$ cat config.mk
export PLATFORM = sky130hd
export DESIGN_NAME = sync_length_frame_field_extractor_unit
export DESIGN_NICKNAME = d
export VERILOG_FILES = /design/src/sv/slffe_pkg.sv /design/src/sv/sync_length_frame_field_extractor_unit.sv
export SDC_FILE = /design/constraint.sdc
export NUM_CORES = 1
export LEC_CHECK = 0
export BUFFER_PORTS_ARGS = -buffer_cell sky130_fd_sc_hd__buf_2
export CAP_MARGIN = 30
export CORE_UTILIZATION = 35
export DETAILED_ROUTE_END_ITERATION = 16
export SLEW_MARGIN = 10
export SYNTH_ARGS = -nofsm -noshare
export SYNTH_HDL_FRONTEND = slang
export SYNTH_SLANG_ARGS = --single-unit
$ cat constraint.sdc
create_clock -name clk -period 32.6 [get_ports clk]
set_input_delay 1.63 -clock clk [delete_from_list [all_inputs] [get_ports clk]]
set_output_delay 1.63 -clock clk [all_outputs]
set_load 0.03 [all_outputs]
$ cat src/sv/slffe_pkg.sv
`default_nettype none

package slffe_pkg;

  // item widths
  localparam int unsigned BYTE_W    = 8;
  localparam int unsigned WORD_W    = 32;
  localparam int unsigned NUM_WORDS = 12;
  localparam int unsigned OUT_W     = NUM_WORDS * WORD_W;
  localparam int unsigned COUNT_W   = 9;

  // payload bytes that feed the result words; byte 0 (length) is kept apart
  localparam int unsigned STORE_LO = 9;
  localparam int unsigned STORE_HI = 68;

  // payload offset of the lowest byte of each result word
  localparam int unsigned WORD_OFFSET [NUM_WORDS] = '{
    9, 13, 17, 33, 37, 41, 45, 49, 53, 57, 61, 65
  };

  // configuration
  localparam int unsigned CFG_ADDR_W = 2;
  localparam int unsigned CFG_DATA_W = 8;

  typedef enum logic [CFG_ADDR_W-1:0] {
    REG_SYNC_FIRST  = 2'd0,
    REG_SYNC_SECOND = 2'd1
  } cfg_reg_t;

  localparam logic [BYTE_W-1:0] SYNC_FIRST_RESET  = 8'h55;
  localparam logic [BYTE_W-1:0] SYNC_SECOND_RESET = 8'haa;

  // parser phase
  typedef enum logic [2:0] {
    PH_SYNC1 = 3'b001,
    PH_SYNC2 = 3'b010,
    PH_DATA  = 3'b100
  } phase_t;

endpackage

`default_nettype wire

$ cat src/sv/sync_length_frame_field_extractor_unit.sv
`default_nettype none

// channel  | dir | ports                          | payload
// in_      | in  | in_tvalid/in_tready/in_tdata   | one received byte
// out_     | out | out_tvalid/out_tready/out_tdata| twelve 32-bit words, one per frame
// cfg_     | in  | cfg_we/cfg_addr/cfg_wdata      | sync_first, sync_second
//
// one byte is taken per cycle while in_tready is high; the parser state updates in
// the cycle the byte is accepted, and a frame's result is registered with its last
// byte, visible from the cycle after. in_tready drops only when the byte in hand
// would end a frame while the previous result is held by a stalled out_ side
// rst_n is synchronous and active low: parser back to first-sync hunt, store zeroed,
// sync bytes back to 0x55 and 0xaa, no result pending

module sync_length_frame_field_extractor_unit (
  input  wire logic                                clk,
  input  wire logic                                rst_n,
  // configuration write port
  input  wire logic                                cfg_we,
  input  wire logic [slffe_pkg::CFG_ADDR_W-1:0]    cfg_addr,
  input  wire logic [slffe_pkg::CFG_DATA_W-1:0]    cfg_wdata,
  // byte stream
  input  wire logic                                in_tvalid,
  output logic                                     in_tready,
  input  wire logic [slffe_pkg::BYTE_W-1:0]        in_tdata,   // rx_byte
  // result stream
  output logic                                     out_tvalid,
  input  wire logic                                out_tready,
  // from bit 0 up: rate_x_word, rate_y_word, rate_z_word, vel_north_word,
  // vel_up_word, vel_east_word, altitude_word, longitude_word, latitude_word,
  // angle_a_word, yaw_word, angle_c_word
  output logic [slffe_pkg::OUT_W-1:0]              out_tdata
);

  localparam int unsigned BW = slffe_pkg::BYTE_W;
  localparam int unsigned CW = slffe_pkg::COUNT_W;

  // configuration registers
  logic [BW-1:0] sync_first_r;
  logic [BW-1:0] sync_second_r;

  // parser state
  slffe_pkg::phase_t phase_r, phase_nxt;
  logic [CW-1:0]     byte_count_r, byte_count_nxt;
  logic [BW-1:0]     frame_length_r, frame_length_nxt;

  // payload bytes that feed the result words
  logic [BW-1:0] store_r [slffe_pkg::STORE_LO:slffe_pkg::STORE_HI];

  // result register
  logic                         out_valid_r;
  logic [slffe_pkg::OUT_W-1:0]  out_data_r, out_data_nxt;

  logic accept;
  logic frame_end;
  logic out_busy;

  always_ff @(posedge clk) begin
    if (!rst_n) begin
      sync_first_r  <= slffe_pkg::SYNC_FIRST_RESET;
      sync_second_r <= slffe_pkg::SYNC_SECOND_RESET;
    end else if (cfg_we) begin
      unique case (cfg_addr)
        slffe_pkg::REG_SYNC_FIRST:  sync_first_r  <= cfg_wdata;
        slffe_pkg::REG_SYNC_SECOND: sync_second_r <= cfg_wdata;
        default: ;  // unknown index, ignored
      endcase
    end
  end

  // the byte in hand closes the frame once length + 2 payload bytes are counted;
  // that byte itself is neither stored nor checked against the sync bytes
  assign frame_end = (phase_r == slffe_pkg::PH_DATA) &&
                     (byte_count_r == ({1'b0, frame_length_r} + CW'(2)));

  // a pending result that is not being taken blocks only a frame-ending byte
  assign out_busy  = out_valid_r && !out_tready;
  assign in_tready = !(out_busy && frame_end);
  assign accept    = in_tvalid && in_tready;

  always_comb begin
    phase_nxt        = phase_r;
    byte_count_nxt   = byte_count_r;
    frame_length_nxt = frame_length_r;
    unique case (phase_r)
      slffe_pkg::PH_SYNC2: begin
        // a wrong second byte is not retried as a first sync byte
        phase_nxt = (in_tdata == sync_second_r) ? slffe_pkg::PH_DATA
                                                : slffe_pkg::PH_SYNC1;
      end
      slffe_pkg::PH_DATA: begin
        if (frame_end) begin
          phase_nxt      = slffe_pkg::PH_SYNC1;
          byte_count_nxt = '0;
        end else begin
          byte_count_nxt = byte_count_r + CW'(1);
          // the first payload byte is the frame length
          if (byte_count_r == '0) begin
            frame_length_nxt = in_tdata;
          end
        end
      end
      default: begin
        phase_nxt = (in_tdata == sync_first_r) ? slffe_pkg::PH_SYNC2
                                               : slffe_pkg::PH_SYNC1;
      end
    endcase
  end

  always_ff @(posedge clk) begin
    if (!rst_n) begin
      phase_r        <= slffe_pkg::PH_SYNC1;
      byte_count_r   <= '0;
      frame_length_r <= '0;
    end else if (accept) begin
      phase_r        <= phase_nxt;
      byte_count_r   <= byte_count_nxt;
      frame_length_r <= frame_length_nxt;
    end
  end

  // store: each byte has its own write decode; the whole store zeroes at frame end
  // bytes beyond the last read offset are never looked at, so they are dropped
  always_ff @(posedge clk) begin
    for (int i = slffe_pkg::STORE_LO; i <= slffe_pkg::STORE_HI; i++) begin
      if (!rst_n || (accept && frame_end)) begin
        store_r[i] <= '0;
      end else if (accept && (phase_r == slffe_pkg::PH_DATA) &&
                   (byte_count_r == CW'(i))) begin
        store_r[i] <= in_tdata;
      end
    end
  end

  // little-endian words at fixed payload offsets
  always_comb begin
    for (int k = 0; k < slffe_pkg::NUM_WORDS; k++) begin
      out_data_nxt[k*slffe_pkg::WORD_W +: slffe_pkg::WORD_W] = {
        store_r[slffe_pkg::WORD_OFFSET[k] + 3],
        store_r[slffe_pkg::WORD_OFFSET[k] + 2],
        store_r[slffe_pkg::WORD_OFFSET[k] + 1],
        store_r[slffe_pkg::WORD_OFFSET[k]]
      };
    end
  end

  always_ff @(posedge clk) begin
    if (!rst_n) begin
      out_valid_r <= 1'b0;
    end else if (accept && frame_end) begin
      out_valid_r <= 1'b1;
    end else if (out_tready) begin
      out_valid_r <= 1'b0;
    end
  end

  always_ff @(posedge clk) begin
    if (accept && frame_end) begin
      out_data_r <= out_data_nxt;
    end
  end

  assign out_tvalid = out_valid_r;
  assign out_tdata  = out_data_r;

endmodule

`default_nettype wire

# Word-level counts from Yosys, hierarchy flattened
# Memory sizes are Yosys's and may differ from the RTL's. A register that Yosys moved wholly into a read port is not among the register bits.
# Cells that the tools add are included.
dict set report classes {
  add_sub_neg 2
  n_eq_ne 67
  mux 249
  n_bitwise 61
  n_reduce_logical 78
}
# op n
set op_table {}
lappend op_table {{$mux W8} 60}
lappend op_table {{$eq A9 B6 Y1 const B} 32}
lappend op_table {{$mux W1} 184}
lappend op_table {{$eq A9 B5 Y1 const B} 16}
lappend op_table {{$logic_and A1 B1 Y1} 66}
lappend op_table {{$eq A9 B4 Y1 const B} 7}
lappend op_table {{$or A1 B1 Y1} 60}
lappend op_table {{$eq A9 B7 Y1 const B} 5}
lappend op_table {{$eq A8 B8 Y1} 2}
lappend op_table {{$add A8 B2 Y9 const B} 1}
lappend op_table {{$add A9 B1 Y9 const B} 1}
lappend op_table {{$eq A9 B9 Y1} 1}
lappend op_table {{$logic_not A9 Y1} 1}
lappend op_table {{$mux W9} 1}
lappend op_table {{$reduce_and A2 Y1} 4}
lappend op_table {{$mux W3} 2}
lappend op_table {{$pmux W3 S2} 1}
lappend op_table {{$reduce_and A4 Y1} 1}
lappend op_table {{$eq A3 B2 Y1 const B} 1}
lappend op_table {{$eq A3 B3 Y1 const B} 1}
lappend op_table {{$logic_not A1 Y1} 3}
lappend op_table {{$eq A2 B1 Y1 const B} 1}
lappend op_table {{$logic_not A2 Y1} 1}
lappend op_table {{$mux W2} 1}
lappend op_table {{4 further kinds} 4}
dict set report word_totals {
  reg_bits 37
  ram_bits 480
  input_bits 23
  out_inout_bits 386
  mem_count 1
}
# memory words word_bits rd rd_clocked_by_memory_dff wr line_no
set mem_list {}
lappend mem_list {store_r 60 8 48 48 60 sync_length_frame_field_extractor_unit.sv:48} ;# logic [BW-1:0] store_r [slffe_pkg::STORE_LO:slffe_pkg::STORE_HI];

# Logic depth before layout (Yosys ltp)
dict set report depth {
  depth_word 12
  ltp_mapped 10
  mapped_depth_nobuf 7
}

# Worst setup path after synthesis
# OpenSTA, ideal clock, no wires.
dict set report synth_timing {
  path_type {input -> register}
  start {input port out_tready}
  end {register out_data_r, in the netlist out_tdata[0], read port of store_r (enable)}
  setup_ns 1.139
  arrival_ns 17.778
  required_time_ns 31.461
  path_slack_ns 13.684
  stages 3
  cell_sequence {nand2b_1 > nand2_1 > nor2_1}
}
dict set report synth_between {
  elab_chain_len 6
}
# item line_no
set synth_lines {}
lappend synth_lines {{start, declared} sync_length_frame_field_extractor_unit.sv:28} ;# input wire logic out_tready,
lappend synth_lines {{$logic_not A1 Y1} sync_length_frame_field_extractor_unit.sv:77} ;# assign out_busy = out_valid_r && !out_tready;
lappend synth_lines {{$logic_and A1 B1 Y1} sync_length_frame_field_extractor_unit.sv:77}
lappend synth_lines {{$logic_and A1 B1 Y1} sync_length_frame_field_extractor_unit.sv:78} ;# assign in_tready = !(out_busy && frame_end);
lappend synth_lines {{$logic_not A1 Y1} sync_length_frame_field_extractor_unit.sv:78}
lappend synth_lines {{$logic_and A1 B1 Y1} sync_length_frame_field_extractor_unit.sv:79} ;# assign accept = in_tvalid && in_tready;
lappend synth_lines {{$logic_and A1 B1 Y1} sync_length_frame_field_extractor_unit.sv:158} ;# if (accept && frame_end) begin
lappend synth_lines {{end, declared} sync_length_frame_field_extractor_unit.sv:52} ;# logic [slffe_pkg::OUT_W-1:0] out_data_r, out_data_nxt;
# Every way passes these cells.
# A chain may end at the register's enable or synchronous reset.

# Worst setup path after layout
dict set report layout_timing {
  start {register byte_count_r[3]}
  end {output port in_tready}
}
dict set report layout_between {
  elab_chain_len 4
}
# item line_no
set layout_lines {}
lappend layout_lines {{start, declared} sync_length_frame_field_extractor_unit.sv:44} ;# logic [CW-1:0] byte_count_r, byte_count_nxt;
lappend layout_lines {{start signal, assigned} sync_length_frame_field_extractor_unit.sv:117} ;# byte_count_r <= byte_count_nxt;
lappend layout_lines {{$eq A9 B9 Y1} sync_length_frame_field_extractor_unit.sv:74} ;# (byte_count_r == ({1'b0, frame_length_r} + CW'(2)));
lappend layout_lines {{$logic_and A1 B1 Y1} sync_length_frame_field_extractor_unit.sv:73} ;# assign frame_end = (phase_r == slffe_pkg::PH_DATA) &&
lappend layout_lines {{$logic_and A1 B1 Y1} sync_length_frame_field_extractor_unit.sv:78}
lappend layout_lines {{$logic_not A1 Y1} sync_length_frame_field_extractor_unit.sv:78}
lappend layout_lines {{end, declared} sync_length_frame_field_extractor_unit.sv:24} ;# output logic in_tready,
# Every way passes these cells.

==> out/results.md <==
| Parameter | Reported | Unit |
| --- | --- | --- |
| Run status | complete, no violations | - |
| Yosys synthesis warning count | 0 | - |
| Worst Path Max Fanout | 16 | - |
| Fraction of the mapped netlist area in simple logic gates | 0.112 | - |
| Share of the cycle needed by the critical path after routing | 0.153 | - |
| # setup viols final | 0 | - |
| Cell count after placement | 3,064 | - |
| Worst endpoint data arrival time | 3.35 | ns |
| Final HPWL DP | 49.3 | mm |
| Number of DRC markers in iteration 0 | 1,754 | - |
| Total routed wirelength | 76.1 | mm |
| Startpoint-to-endpoint class of the critical path | reg2out | - |
| Total leakage power | 0.0122 | uW |
| Worst Setup Slack post-DPL | 27.18 | ns |
| Share of the synthesized area in the top cell type | 0.802 | - |
| Area share of xor/xnor cells in the synthesized design | 0.00818 | - |
| Top achievable clock speed | 201 | MHz |
| Detail-routed via count per cell | 5.03 | - |
| Multiplexer fraction of the synthesized cell area | 0.00905 | - |
| Total clock buffers created by CTS | 82 | - |
| Clock tree from TritonCTS | yes | - |
| Kind of start point of the critical path | flip-flop | - |
| Clock Sink Count | 805 | - |
| Dominant combinational cell family by area after synthesis | simple AND/OR/NAND/NOR gates | - |
| Cells resized by post-CTS repair | 0 | - |
| Wire length of the first global-routing pass | 106 | mm |
| Flip-flop and latch count after synthesis | 805 | - |
| Total setup buffers inserted after CTS | 0 | - |
| Nets | 2,152 | - |
| Maximum root-to-sink buffer count | 3 | - |
| Htree depth | 3 | - |
| Post-synthesis adder-cell area fraction | 0.00218 | - |
| RSZ-0062 raised after global routing | no | - |
| Top FF cell, synth | edfxtp_1 | - |
| Slowest stage delay, CP | 0.65 | ns |
| Layout-stage area growth over the synthesis result | 21.1 | % |
| Average cell area after synthesis | 16.9 | um^2 |
| Ranking of synthesized cells by instance count | edfxtp_1 (768), nor3_1 (190), and3_1 (106) | - |
| Largest area contributor in the synthesized netlist | edfxtp_1 | - |
| Number of filler cells placed in the layout | 7,206 | - |
| Port Buffers | 408 | - |
| Req. time, crit path | 30.97 | ns |
| Least setup slack across all paths after layout | 27.62 | ns |
| Final Max Slew Viols | 0 | - |
| Sequential area share after synthesis | 0.828 | - |
| Leading post-synthesis cells by cell area | edfxtp_1 (80%), nor3_1 (3.3%), dfxtp_1 (2.6%), and3_1 (2.3%), nand2_1 (1.4%) | - |
| Number of nets in the synthesized netlist | 1,728 | - |
| Num ports | 409 | - |
| Slew Limit Headroom | 0.358 | - |
| Die H | 289 | um |
| Synthesized instance count | 1,700 | - |
| Sum of negative setup slack | 0 | ns |
| Core Region | 80,900 | um^2 |
| Clock transition time at the flip-flop clock pins of the worst setup and hold paths | 0.06 | ns |
| Die area | 83,300 | um^2 |
| Residual antenna-violating net count after detailed routing | 0 | - |
| Worst-Margin Slew | 0.962 | ns |
| Power density over cell area | 62.2 | nW/um^2 |
| GRT Overall Usage | 0.177 | - |
| Routed length per instance | 23.4 | um |
| Total congestion overflow after global routing | 0 | - |
| Max-cap check violation count | 0 | - |
| Number of global-route vias before repair | 15,700 | - |
| Cell at the slowest stage of the critical path | dfxtp_1 | - |
| Asr flop ratio synth | 0 | - |
| Hold Violations, Final | 0 | - |
| Compound-gate portion of the synthesized area | 0.0160 | - |
| Most used standard cell by instance count after synthesis | edfxtp_1 | - |
| Placement row count | 104 | - |
| Number of enable-type register cells in the synthesized netlist | 768 | - |
| Share of cells above drive strength 1 | 0.286 | - |
| Largest net degree at the start of global routing | 151 | - |
| Min-Delay Path Class | reg2reg | - |
| Total via count in the routed design | 16,400 | - |
| Minimum clock period after layout | 4.98 | ns |
| Clock skew | 0.0212 | ns |
| Max IR drop VDD | 0.0374 | mV |
| Die span in x | 289 | um |
| Capturing element type of the critical path | output port | - |
| Hold buffer count at cts | 0 | - |
| Cell seen most often among critical-path stages | a221o_1 | - |
| Root Buffer | clkbuf_16 | - |
| Cells along the critical path | o21ba_2, a221o_1, a221o_1, nand3b_1, or2_2, buf_2 | - |
| DR DRC count | 0 | - |
| Buffering stage count on the worst path with inverters included | 1 | - |
| Number of standard cells in the final layout excluding fillers | 3,254 | - |
| Initial antenna violation count | 11 | - |
| Cell family contributing the most delay on the critical path | compound AO/OA/AOI/OAI gates | - |
| R2R Setup Slk | 27.84 | ns |
| Effective utilization at floorplan | 0.355 | - |
| Number of distinct library cells after synthesis | 57 | - |
| Clk Latency, worst-skew pair | 0.63 | ns |
| Combined area of all synthesized cells | 28,800 | um^2 |
| Length of the first detailed-routing pass in iterations | 7 | - |
| Global placer's final weighted congestion | 0.844 | - |
-- layout by cell type (no fill, tap or decap), drive strengths merged, types with 8 or more instances in the layout --
master,Yosys,routed
edfxtp,768,768
buf,65,466
nor3,191,191
clkbuf,74,111
and3,106,106
nand2,106,106
nor2,90,90
nor4,47,47
o21ai,43,43
dfxtp,37,37
clkinv,1,36
nand3,30,30
mux2i,26,26
xnor2,17,17
bufinv,0,11
nand4,11,11
xor2,9,9
inv,7,9
and2,8,8
-- path summary, 6_finish.rpt --
kind | cells after the start | to | start
worst max register to register | 8 | store_r[56][3] | byte_count_r[3]
worst min register to register | 0 | out_tdata[142] | store_r[38][6]
worst min-delay path | 0 | out_tdata[142] | store_r[38][6]
worst max-delay path | 6 | in_tready | byte_count_r[3]
-- registers in the layout, indices dropped and copies added, names as in the netlist --
register        cells
byte_count_r        9
frame_length_r      8
out_tdata         384
out_tvalid          1
phase_r             3
store_r           384
sync_first_r        8
sync_second_r       8
-- kinds of logic (layout without fill, tap and decap cells) --
logic type / Yosys count / count (layout)
DFF: 805 / 805
and+or+nand+nor: 619 / 619
buffers and inverters: 147 / 638
AOI/OAI and AO/OA: 72 / 72
xor gates and xnor gates: 26 / 26
muxes: 26 / 26
adders and majority gates: 5 / 5
other: 0 / 3
-- per-layer routing --
layer / vias up / global-route usage / part of all wire / routed length, um
met5: - / 0 / 0.0010 / 77
met4: 12 / 0.0630 / 0.029 / 2170
met3: 138 / 0.0391 / 0.084 / 6360
met2: 744 / 0.285 / 0.48 / 36400
met1: 8172 / 0.237 / 0.41 / 31000
li1: 7315 / - / - / -
-- cell type report --
class	count	area, um^2	area share
antenna	3	7.51	0.000216
sequential	805	23800	0.683
timing repair buffer	479	2610	0.0750
clock inverter	53	592	0.0170
multi-input combinational	748	4290	0.123
tap	1060	1330	0.0381
clock buffer	98	2180	0.0625
inverter	8	30.0	0.000862
-- through the flow --
step | power [uW] | util | hold WS [ns] | instance area [um^2]
CTS | 2180 | 0.428 | 0.413 | 34600
floorplan | 1200 | - | 0.400 | 28800
detailed placement | 1230 | 0.394 | 0.405 | 31900
global route | 2230 | 0.430 | 0.416 | 34800
global placement | 1220 | 0.391 | 0.402 | 31700
finish | 2170 | 0.430 | 0.404 | 34800
-- where the power goes --
| part | switching [uW] | internal (uW) | leakage (uW) |
|---|---|---|---|
| Combinational | 34.1 | 9.32 | 0.00345 |
| Clock | 393 | 566 | 0.00134 |
| Sequential | 10.1 | 1160 | 0.00740 |
No activity file was read; power rests on OpenSTA's default activity.
